[src/sv/bdc_pkg.sv]
// shared types, widths and register codes of the button debounce block
package bdc_pkg;

   localparam int NUM_BUTTONS = 4;
   localparam int TIME_W      = 32;
   localparam int CFG_W       = 16;
   localparam int CSR_IDX_W   = 3;

   // register indexes on the csr port
   localparam logic [CSR_IDX_W-1:0] CSR_DEBOUNCE_MS      = 3'd0;
   localparam logic [CSR_IDX_W-1:0] CSR_HOLD_MS          = 3'd1;
   localparam logic [CSR_IDX_W-1:0] CSR_REPEAT_PERIOD_MS = 3'd2;
   localparam logic [CSR_IDX_W-1:0] CSR_POLL_PERIOD_MS   = 3'd3;
   localparam logic [CSR_IDX_W-1:0] CSR_REPEAT_ENABLE    = 3'd4;
   localparam logic [CSR_IDX_W-1:0] CSR_ACTIVE_LEVELS    = 3'd5;

   // register values after reset
   localparam logic [CFG_W-1:0]       DEBOUNCE_MS_RESET      = 16'd20;
   localparam logic [CFG_W-1:0]       HOLD_MS_RESET          = 16'd1000;
   localparam logic [CFG_W-1:0]       REPEAT_PERIOD_MS_RESET = 16'd100;
   localparam logic [CFG_W-1:0]       POLL_PERIOD_MS_RESET   = 16'd5;
   localparam logic                   REPEAT_ENABLE_RESET    = 1'b0;
   localparam logic [NUM_BUTTONS-1:0] ACTIVE_LEVELS_RESET    = '0;

   typedef struct packed {
      logic [TIME_W-1:0]      now_ms;
      logic [NUM_BUTTONS-1:0] pin_levels;
      logic                   tx_enabled;
      logic                   bus_accepts;
   } bdc_req_type;

   typedef struct packed {
      logic                   polled;
      logic                   toggle_request;
      logic [NUM_BUTTONS-1:0] send_mask;
      logic [NUM_BUTTONS-1:0] stable_levels;
   } bdc_rsp_type;

   typedef struct packed {
      logic [CFG_W-1:0]       debounce_ms;
      logic [CFG_W-1:0]       hold_ms;
      logic [CFG_W-1:0]       repeat_period_ms;
      logic [CFG_W-1:0]       poll_period_ms;
      logic                   repeat_enable;
      logic [NUM_BUTTONS-1:0] active_levels;
   } bdc_cfg_type;

   // from the control unit to every button
   typedef struct packed {
      logic polled;
      logic send_allow;
   } bdc_ctrl_type;

endpackage

[src/sv/button_debounce_combo_tx_request.sv]
// top level: csr registers, input register, button cells, control and result register
//
// Each req beat is one timer tick and gives exactly one rsp beat. The block takes
// one beat per clock cycle while the output register can move on (rsp_ready high
// or output empty); a beat is held in the input register, where the button cells
// and the combo/poll control evaluate it in a single combinational pass and update
// their state, and its result leaves from the output register.
// Ticks closer than poll_period_ms to the last polled tick pass through with
// polled, toggle_request and send_mask low. Registers are written through the csr
// port (index 0 debounce_ms, 1 hold_ms, 2 repeat_period_ms, 3 poll_period_ms,
// 4 repeat_enable, 5 active_levels; other indexes are ignored) and should only be
// written while no beat is in flight.
module button_debounce_combo_tx_request import bdc_pkg::*; (
   input  logic                 clock,
   input  logic                 reset,
   input  logic                 req_valid,
   output logic                 req_ready,
   input  bdc_req_type          req_data,
   output logic                 rsp_valid,
   input  logic                 rsp_ready,
   output bdc_rsp_type          rsp_data,
   input  logic                 csr_valid,
   output logic                 csr_ready,
   input  logic [CSR_IDX_W-1:0] csr_index,
   input  logic [CFG_W-1:0]     csr_wdata
);

   bdc_cfg_type            cfg_ff;
   logic                   in_vld_ff;
   bdc_req_type            req_ff;
   logic                   out_vld_ff;
   bdc_rsp_type            rsp_ff, rsp_in;
   logic                   fire;
   bdc_ctrl_type           ctrl;
   logic                   toggle;
   logic [NUM_BUTTONS-1:0] pressed;
   logic [NUM_BUTTONS-1:0] send_mask;
   logic [NUM_BUTTONS-1:0] stable_levels;

   // configuration registers
   assign csr_ready = 1'b1;

   always_ff @(posedge clock) begin
      if (reset) begin
         cfg_ff.debounce_ms      <= DEBOUNCE_MS_RESET;
         cfg_ff.hold_ms          <= HOLD_MS_RESET;
         cfg_ff.repeat_period_ms <= REPEAT_PERIOD_MS_RESET;
         cfg_ff.poll_period_ms   <= POLL_PERIOD_MS_RESET;
         cfg_ff.repeat_enable    <= REPEAT_ENABLE_RESET;
         cfg_ff.active_levels    <= ACTIVE_LEVELS_RESET;
      end else if (csr_valid) begin
         unique case (csr_index)
            CSR_DEBOUNCE_MS:      cfg_ff.debounce_ms      <= csr_wdata;
            CSR_HOLD_MS:          cfg_ff.hold_ms          <= csr_wdata;
            CSR_REPEAT_PERIOD_MS: cfg_ff.repeat_period_ms <= csr_wdata;
            CSR_POLL_PERIOD_MS:   cfg_ff.poll_period_ms   <= csr_wdata;
            CSR_REPEAT_ENABLE:    cfg_ff.repeat_enable    <= csr_wdata[0];
            CSR_ACTIVE_LEVELS:    cfg_ff.active_levels    <= csr_wdata[NUM_BUTTONS-1:0];
            default: ;
         endcase
      end
   end

   // handshake: the input register moves on when the output register is free
   assign fire      = in_vld_ff && (!out_vld_ff || rsp_ready);
   assign req_ready = !in_vld_ff || fire;

   always_ff @(posedge clock) begin
      if (reset) begin
         in_vld_ff <= 1'b0;
      end else if (req_ready) begin
         in_vld_ff <= req_valid;
      end
   end

   always_ff @(posedge clock) begin
      if (req_valid && req_ready) begin
         req_ff <= req_data;
      end
   end

   // button cells
   for (genvar b = 0; b < NUM_BUTTONS; b++) begin : g_btn
      bdc_button u_button (
         .clock        (clock),
         .reset        (reset),
         .fire         (fire),
         .ctrl         (ctrl),
         .cfg          (cfg_ff),
         .active_level (cfg_ff.active_levels[b]),
         .now_ms       (req_ff.now_ms),
         .pin_level    (req_ff.pin_levels[b]),
         .bus_accepts  (req_ff.bus_accepts),
         .stable_level (stable_levels[b]),
         .pressed      (pressed[b]),
         .send_req     (send_mask[b])
      );
   end

   // poll gate and combo control
   bdc_ctrl u_ctrl (
      .clock      (clock),
      .reset      (reset),
      .fire       (fire),
      .cfg        (cfg_ff),
      .now_ms     (req_ff.now_ms),
      .tx_enabled (req_ff.tx_enabled),
      .pressed0   (pressed[0]),
      .pressed1   (pressed[1]),
      .ctrl       (ctrl),
      .toggle     (toggle)
   );

   // result register
   always_comb begin
      rsp_in.polled         = ctrl.polled;
      rsp_in.toggle_request = toggle;
      rsp_in.send_mask      = send_mask;
      rsp_in.stable_levels  = stable_levels;
   end

   always_ff @(posedge clock) begin
      if (reset) begin
         out_vld_ff <= 1'b0;
      end else if (fire) begin
         out_vld_ff <= 1'b1;
      end else if (rsp_ready) begin
         out_vld_ff <= 1'b0;
      end
   end

   always_ff @(posedge clock) begin
      if (fire) begin
         rsp_ff <= rsp_in;
      end
   end

   assign rsp_valid = out_vld_ff;
   assign rsp_data  = rsp_ff;

   // checks
   a_toggle_polled: assert property (@(posedge clock) disable iff (reset)
      out_vld_ff && rsp_ff.toggle_request |-> rsp_ff.polled)
      else $error("toggle on a tick that was not polled");

   a_send_polled: assert property (@(posedge clock) disable iff (reset)
      out_vld_ff && (rsp_ff.send_mask != '0) |-> rsp_ff.polled)
      else $error("send on a tick that was not polled");

   a_toggle_no_send: assert property (@(posedge clock) disable iff (reset)
      out_vld_ff && rsp_ff.toggle_request |-> (rsp_ff.send_mask == '0))
      else $error("send while the combo is held");

   a_input_kept: assert property (@(posedge clock) disable iff (reset)
      in_vld_ff && !fire |=> in_vld_ff && $stable(req_ff))
      else $error("input beat lost while stalled");

endmodule

[src/sv/bdc_button.sv]
// one button: debounce, press edge and send / auto-repeat decision
module bdc_button import bdc_pkg::*; (
   input  logic              clock,
   input  logic              reset,
   input  logic              fire,
   input  bdc_ctrl_type      ctrl,
   input  bdc_cfg_type       cfg,
   input  logic              active_level,
   input  logic [TIME_W-1:0] now_ms,
   input  logic              pin_level,
   input  logic              bus_accepts,
   output logic              stable_level,
   output logic              pressed,
   output logic              send_req
);

   logic              raw_ff, raw_in;
   logic              stable_ff, stable_in;
   logic              seen_ff;
   logic [TIME_W-1:0] changed_ff, changed_in;
   logic [TIME_W-1:0] last_send_ff, last_send_in;

   logic              raw_moved;
   logic [TIME_W-1:0] settle_diff;
   logic              settled;
   logic              press_edge;
   logic              act;
   logic [TIME_W-1:0] send_base;
   logic [TIME_W-1:0] rep_diff;
   logic              edge_send;
   logic              rep_due;
   logic              rep_send;

   // debounce: a fresh raw change has zero age
   always_comb begin
      raw_moved   = pin_level != raw_ff;
      settle_diff = now_ms - changed_ff;
      settled     = raw_moved ? (cfg.debounce_ms == '0)
                              : (settle_diff >= TIME_W'(cfg.debounce_ms));
      press_edge  = seen_ff && (pin_level != stable_ff) && settled;
      stable_in   = (!seen_ff || press_edge) ? pin_level : stable_ff;
      raw_in      = pin_level;
      changed_in  = (!seen_ff || raw_moved) ? now_ms : changed_ff;
      act         = stable_in == active_level;
   end

   // sends: an accepted edge send restarts the repeat interval at zero
   always_comb begin
      send_base = seen_ff ? last_send_ff : '0;
      rep_diff  = now_ms - send_base;
      edge_send = ctrl.send_allow && press_edge && act;
      rep_due   = (edge_send && bus_accepts) ? (cfg.repeat_period_ms == '0)
                                             : (rep_diff >= TIME_W'(cfg.repeat_period_ms));
      rep_send  = ctrl.send_allow && cfg.repeat_enable && act && rep_due;
      send_req  = edge_send || rep_send;
      last_send_in = (send_req && bus_accepts) ? now_ms : send_base;
   end

   assign pressed      = act;
   assign stable_level = ctrl.polled ? stable_in : stable_ff;

   // per-button state, moves only on a polled beat
   always_ff @(posedge clock) begin
      if (reset) begin
         raw_ff       <= 1'b0;
         stable_ff    <= 1'b0;
         seen_ff      <= 1'b0;
         changed_ff   <= '0;
         last_send_ff <= '0;
      end else if (fire && ctrl.polled) begin
         raw_ff       <= raw_in;
         stable_ff    <= stable_in;
         seen_ff      <= 1'b1;
         changed_ff   <= changed_in;
         last_send_ff <= last_send_in;
      end
   end

endmodule

[src/sv/bdc_ctrl.sv]
// poll gate, two-button combo timing and the send blocking after a combo
module bdc_ctrl import bdc_pkg::*; (
   input  logic              clock,
   input  logic              reset,
   input  logic              fire,
   input  bdc_cfg_type       cfg,
   input  logic [TIME_W-1:0] now_ms,
   input  logic              tx_enabled,
   input  logic              pressed0,
   input  logic              pressed1,
   output bdc_ctrl_type      ctrl,
   output logic              toggle
);

   logic [TIME_W-1:0] last_poll_ff;
   logic              held_ff, held_in;
   logic              reported_ff, reported_in;
   logic              block_ff, block_in;
   logic [TIME_W-1:0] start_ff, start_in;

   logic [TIME_W-1:0] poll_diff;
   logic              polled;
   logic              combo;
   logic [TIME_W-1:0] hold_diff;
   logic              hold_hit;

   // poll gate on wrapped time difference
   always_comb begin
      poll_diff = now_ms - last_poll_ff;
      polled    = poll_diff >= TIME_W'(cfg.poll_period_ms);
   end

   // combo: a combo that starts now has zero hold age
   always_comb begin
      combo     = pressed0 && pressed1;
      hold_diff = now_ms - start_ff;
      hold_hit  = held_ff ? (hold_diff >= TIME_W'(cfg.hold_ms)) : (cfg.hold_ms == '0);
      toggle    = polled && combo && !(held_ff && reported_ff) && hold_hit;
      held_in     = combo;
      reported_in = combo && ((held_ff && reported_ff) || toggle);
      start_in    = (combo && held_ff) ? start_ff : now_ms;
      if (combo) begin
         block_in = 1'b1;
      end else if (!pressed0 && !pressed1) begin
         block_in = 1'b0;
      end else begin
         block_in = block_ff;
      end
   end

   assign ctrl.polled     = polled;
   assign ctrl.send_allow = polled && tx_enabled && !combo && !block_in;

   always_ff @(posedge clock) begin
      if (reset) begin
         last_poll_ff <= '0;
         held_ff      <= 1'b0;
         reported_ff  <= 1'b0;
         block_ff     <= 1'b0;
         start_ff     <= '0;
      end else if (fire && polled) begin
         last_poll_ff <= now_ms;
         held_ff      <= held_in;
         reported_ff  <= reported_in;
         block_ff     <= block_in;
         start_ff     <= start_in;
      end
   end

endmodule
[config.mk]
export PLATFORM = sky130hd
export DESIGN_NAME = button_debounce_combo_tx_request
export DESIGN_NICKNAME = d
export VERILOG_FILES = /design/src/sv/bdc_pkg.sv /design/src/sv/button_debounce_combo_tx_request.sv /design/src/sv/bdc_button.sv /design/src/sv/bdc_ctrl.sv
export SDC_FILE = /design/constraint.sdc
export NUM_CORES = 2
export LEC_CHECK = 0
export BUFFER_PORTS_ARGS = -buffer_cell sky130_fd_sc_hd__clkbuf_2
export CELL_PAD_IN_SITES_DETAIL_PLACEMENT = 0
export CELL_PAD_IN_SITES_GLOBAL_PLACEMENT = 1
export CORE_MARGIN = 2
export CORE_UTILIZATION = 40
export DETAILED_ROUTE_END_ITERATION = 6
export PLACE_DENSITY = 0.72
export SKIP_CTS_REPAIR_TIMING = 1
export SLEW_MARGIN = 10
export SYNTH_ARGS = -nofsm -noshare
export SYNTH_HDL_FRONTEND = slang
export SYNTH_SLANG_ARGS = --single-unit
[constraint.sdc]
create_clock -name clock -period 6.3 [get_ports clock]
set_input_delay 0.945 -clock clock [delete_from_list [all_inputs] [get_ports clock]]
set_output_delay 0.945 -clock clock [all_outputs]
set_load 0.05 [all_outputs]
---- Yosys cells after proc, flatten, opt, wreduce, memory -nomap -nowiden ----
Index checks and enable logic that the tools add are counted.
storage, ports and cells
  output and inout port bits .............. 13
  bits of input ports ..................... 62
  flip-flop bits (word level) ............. 451
  word-level logic and storage cells ...... 191
operators by class
  bitwise logic cells ..................... 1
  reduce and logical (&&, ||, !) cells .... 86
  order comparisons ....................... 10
  equality and inequality tests ........... 17
  muxes and demuxes ....................... 29
  $add $sub $neg .......................... 10
operators by type and width
  operator                                              number
  greater-or-equal comparator 32 x 16 -> 1 bit          10
  subtractor 32 bit                                     10
  two-way mux 32 bit                                    8
  logical NOT 16 bit                                    3
  logical AND 1 bit                                     47
  AND reduction 2 bit                                   11
  two-way mux 1 bit                                     21
  logical OR 1 bit                                      15
  logical NOT 1 bit                                     8
  != test 1 bit                                         8
  equality test 3 x 2 -> 1 bit (second input constant)  2
  equality test 3 bit (second input constant)           2
  equality test 1 bit                                   4
  equality test 3 x 1 -> 1 bit (second input constant)  1
  logical NOT 3 bit                                     1
  nonzero test 2 bit                                    1
  inverter 1 bit                                        1

---- Depth between registers and ports, before layout ----
  depth in word-level cells ............... 21
  gate-level depth with buffers ........... 34

---- By module ----
From an unflattened synthesis, not the netlist that was laid out.
second synthesis, totals
  cell total of the unflattened synthesis .. 5,653
  area, all modules ....................... 43,065.1 um^2
modules (own cells, without submodules)
  module                              cells each  instances  sequential area each (um^2)  area an instance (um^2)
  bdc_button (g_btn[2].u_button ...)  1,138       2          1,341.3                      8,247.9
  bdc_ctrl                            1,011       1          1,341.3                      7,542.2
  bdc_button (g_btn[1].u_button)      1,020       1          1,341.3                      7,499.7
  bdc_button (g_btn[0].u_button)      1,022       1          1,341.3                      7,160.6
  button_debounce_combo_tx_request    324         1          2,862.7                      4,366.7

---- Least setup slack after synthesis ----
Ideal clock, no wire load.
  kind .................................... reg2reg
  start ................................... register g_btn[2].u_button.seen_ff (netlist name)
  end ..................................... register g_btn[3].u_button.last_send_ff[20]
  path buffers ............................ 6
  data required time ...................... 6.213 ns
  setup slack ............................. -0.181 ns
  period minus slack after synthesis ...... 6.481 ns
  data arrival time ....................... 6.394 ns
  setup time .............................. 0.087 ns
  stages on the path, launching flop included .. 32
  cells stage by stage .................... dfxtp_1 > buf_2 > buf_1 > clkbuf_1 > buf_1 > nand2_1 > inv_1 > ha_1 > inv_1 > fa_1 > a21o_1 > a21o_1 > a31oi_1 > o21a_1 > o21ai_0 > xor2_1 > ha_1 > and4_1 > a211oi_1 > nand4_1 > nor3_1 > o311ai_0 > or4_1 > or4_1 > nor4_1 > nand4_1 > a21oi_1 > or2_1 > buf_6 > nor3_4 > buf_6 > o31ai_1
RTL lines
  item                  line              text
  to (signal assigned)  bdc_button.sv:75  last_send_ff <= last_send_in;
  to (decl)             bdc_button.sv:21  logic [TIME_W-1:0] last_send_ff, last_send_in;

---- Worst setup path after layout ----
  start ................................... register req_ff[7] in the netlist's numbering
  end ..................................... register g_btn[2].u_button.last_send_ff[11]
on the way
  word-level cells in the longest chain between the ends .. 21
  elaborated cells on any way between the ends .. 47
  classes of those cells .................. 5 x add/sub; 5 x order compare; 3 x eq/ne; 10 x mux; 24 x reduce/logical
RTL lines
  item                                          line                                    text
  from (decl)                                   button_debounce_combo_tx_request.sv:30  bdc_req_type req_ff;
  from (signal assigned)                        button_debounce_combo_tx_request.sv:78  req_ff <= req_data;
  subtractor 32 bit                             bdc_button.sv:37                        settle_diff = now_ms - changed_ff;
  greater-or-equal comparator 32 x 16 -> 1 bit  bdc_button.sv:39                        : (settle_diff >= TIME_W'(cfg.debounce_ms));
  two-way mux 1 bit                             bdc_button.sv:38                        settled = raw_moved ? (cfg.debounce_ms == '0)
  logical AND 1 bit                             bdc_button.sv:40                        press_edge = seen_ff && (pin_level != stable_ff) && settled;
  logical OR 1 bit                              bdc_button.sv:41                        stable_in = (!seen_ff || press_edge) ? pin_level : stable_ff;
  two-way mux 1 bit                             bdc_button.sv:41
  equality test 1 bit                           bdc_button.sv:44                        act = stable_in == active_level;
  logical NOT 1 bit                             bdc_ctrl.sv:44                          end else if (!pressed0 && !pressed1) begin
  [4 not listed]                                -
  logical AND 1 bit                             bdc_ctrl.sv:52                          assign ctrl.send_allow = polled && tx_enabled && !combo && !block_in;
  logical AND 1 bit (2 in series)               bdc_button.sv:51                        edge_send = ctrl.send_allow && press_edge && act;
  logical AND 1 bit                             bdc_button.sv:52                        rep_due = (edge_send && bus_accepts) ? (cfg.repeat_period_ms == '0)
  two-way mux 1 bit                             bdc_button.sv:52
  logical AND 1 bit                             bdc_button.sv:54                        rep_send = ctrl.send_allow && cfg.repeat_enable && act && rep_due;
  logical OR 1 bit                              bdc_button.sv:55                        send_req = edge_send || rep_send;
  logical AND 1 bit                             bdc_button.sv:56                        last_send_in = (send_req && bus_accepts) ? now_ms : send_base;
  two-way mux 32 bit                            bdc_button.sv:56
  to (signal assigned)                          bdc_button.sv:75
  to (decl)                                     bdc_button.sv:21
Several ways; a longest one is shown, not always the timed one.
A chain may end at the register's enable or synchronous reset.

==> impl_metrics.tcl <==
set metrics [dict create \
    p_leak_nw 18.27 \
    seq_area_frac_synth 0.2446 \
    fmax_mhz 160.4 \
    cp-end-kind "register" \
    worstSetupPathType "reg -> reg" \
    path_clk_slew_ns 0.07 \
    fin_tns_setup_ns 0 \
    slew_violations 0 \
    ios 75 \
    arrival_ns 6.78 \
    h-tree-depth 2 \
    crit_required_ns 6.84 \
    ir_worst_vdd_mv 0.2240 \
    grt_pass1_wl_um 213100 \
    critPathSlowestCell "or4_4" \
    post-route-min-period_ns 6.234 \
    synth.cell_area_um2 38880 \
    finalWirelength_um 142600 \
    fin_hold_ws_ns 0.4397 \
    finalSetupViolCount 0 \
    initial_utilization 0.4026 \
    drc_errors 0 \
    status "complete, no violations" \
    synth_top_area_frac 0.2075 \
    cts-root-buf "clkbuf_16" \
    gr-total-overflow 0 \
    track_usage 0.2754 \
    ant_nets 0 \
    final_cells 6646 \
    fin_area_um2 46070 \
    cap_violations 0 \
    wl_per_cell_um 21.46 \
    cts.sinks 451 \
    synth.area.top_cells "dfxtp_1 21%, ha_1 15%, nand2_1 7.6%, a21oi_1 6.9%, edfxtp_1 3.7%" \
    grt_pass1_vias 35470 \
    yosysMostFrequentCell "nand2_1" \
    fp.dieH_um 315.8 \
    synth_top_area_cell "dfxtp_1" \
    hold_viol 0 \
    crit_top_cell "a21oi_2" \
    drtIter0Drc 2918 \
    final_core_util 0.4771 \
    first_pass_iters 6 \
    ff2ff_setup_slack_ns 0.07 \
    cts-buffers-inserted 56 \
    synth_edf_count 48 \
    start_kind "register" \
    clock_latency_ns 0.68 \
    yosys_register_bits 451 \
    rsz0062_at_grt "true" \
    synth_cell_types 109 \
    vias_per_cell 5.754 \
    ys_dominant_reg_cell "dfxtp_1" \
    antenna_found_initial 2 \
    gp_congestion 0.9134 \
    power_density_nw_per_um2 211.4 \
    place_area_um2 42830 \
    dp_hpwl_um 106100 \
    fp-row-count 114 \
    grt_max_degree 81 \
    synth-async-reset-ratio 0 \
    max_stage_delay_ns 0.56 \
    num_vias 38240 \
    ys_top_cells_by_count "791 x nand2_1, 536 x a21oi_1, 470 x ha_1" \
    yosys_warnings 0 \
    layout_worst_path_cycle_share 0.9896 \
    slew_headroom 0.2633 \
    synthCells 5061 \
    clockBufferDepth 3 \
    cts_tree "built" \
    area_delta_synth_final_pct 18.50 \
    cp_max_fo 8 \
    syn-num-nets 5603 \
    worst_pin_slew_ns 1.099 \
    die_area_um2 99710 \
    fp.dieW_um 315.8 \
    core_um2 96570 \
    io_buffer_count 73 \
    nets 5863 \
    finClkSkew_ns 0.04090 \
    layout-drive-gt1-share 0.1337 \
    hp-class "in -> reg" \
    syn_area_per_cell_um2 7.682 \
    placed_cells 6498 \
]
-- power by group --
group / leakage (nW) / total (mW) / internal (mW) / switching [mW]
clock network: 1.01 / 3.58 / 2.12 / 1.46
logic: 13.5 / 3.08 / 1.26 / 1.82
registers: 3.74 / 3.08 / 3.00 / 0.0801
total: 18.3 / 9.74 / 6.39 / 3.35
-- worst max-delay path, delay by kind of cell, from the launching register on --
| kind | cells | cell delay [ns] |
|---|---|---|
| xor+xnor | 2 | 0.33 |
| flops | 1 | 0.43 |
| buf+inv | 5 | 0.82 |
| compound gates | 12 | 2.26 |
| fa+ha+maj | 2 | 0.52 |
| simple gates | 7 | 1.71 |
-- through the flow --
step                total power, mW  worst slack [ns]
finish                        9.739           0.06551
global route                  10.24           -0.1680
CTS                           9.652           -0.7004
detailed placement            6.048           -0.6504
global placement              6.039           -0.5365
floorplan                     5.081           0.04037
-- per-layer routing --
metal  GRT usage  share of wire
met1      0.3752           0.46
met2      0.4474           0.45
met3     0.03214          0.053
met4      0.1006          0.038
met5           0        0.00028
-- sequential cells by signal (all words and copies together) (netlist names) --
signal / cells
u_ctrl.start_ff: 32
g_btn.u_button.changed_ff: 128
g_btn.u_button.seen_ff: 1
req_ff: 38
u_ctrl.block_ff: 1
g_btn.u_button.last_send_ff: 128
rsp_valid: 1
u_ctrl.last_poll_ff: 32
g_btn.u_button.stable_ff: 4
rsp_data: 10
u_ctrl.held_ff: 1
u_ctrl.reported_ff: 1
cfg_ff: 69
g_btn.u_button.raw_ff: 4
in_vld_ff: 1
-- final timing paths --
| kind | startpoint | end | depth (start not counted) |
|---|---|---|---|
| min | req_data[25] | req_ff[25] | 1 |
| max reg2reg | req_ff[7] | g_btn[2].u_button.last_send_ff[11] | 28 |
| max | req_ff[7] | g_btn[2].u_button.last_send_ff[11] | 28 |
| min reg2reg | g_btn[0].u_button.changed_ff[25] | g_btn[0].u_button.changed_ff[25] | 2 |
-- cell families (layout without fill, tap and decap cells) --
family,count (synthesis),after routing,share of synthesized area
buffers and inverters,623,930,0.06362
other,1,2,0.00009645
muxes,75,75,0.01947
adders and majority gates,480,480,0.1564
and+or+nand+nor,1693,1694,0.2067
DFF,451,451,0.2446
AOI/OAI and AO/OA,1549,1549,0.2663
xor gates and xnor gates,189,189,0.04277
-- cells in the final DEF (no fill, tap or decap), types with 40 or more instances in the layout --
| master | n |
|---|---|
| mux2i_1 | 70 |
| ha_1 | 465 |
| nor3_1 | 81 |
| nand3_1 | 87 |
| a21o_1 | 126 |
| clkbuf_16 | 68 |
| buf_12 | 40 |
| inv_1 | 375 |
| o21ai_0 | 189 |
| nand2_1 | 790 |
| nand3b_1 | 53 |
| nor2_1 | 282 |
| a21oi_1 | 514 |
| xnor2_1 | 119 |
| dfxtp_1 | 402 |
| xor2_1 | 65 |
| nand2b_1 | 71 |
| o211ai_1 | 48 |
| a211oi_1 | 47 |
| buf_4 | 309 |
| o21a_1 | 72 |
| edfxtp_1 | 48 |
| nand4_1 | 63 |
| a22o_1 | 98 |
| nor2b_1 | 45 |
| clkbuf_2 | 72 |
-- layout make-up --
type	count	area (µm²)
multi-input combinational	3988	27600
timing repair buffer	445	3896
fill	9599	50490
antenna	1	2.502
clock inverter	32	402.9
sequential	451	9513
tap	1276	1597
clock buffer	74	1634
inverter	379	1423
(Power assumes the default switching activity.)
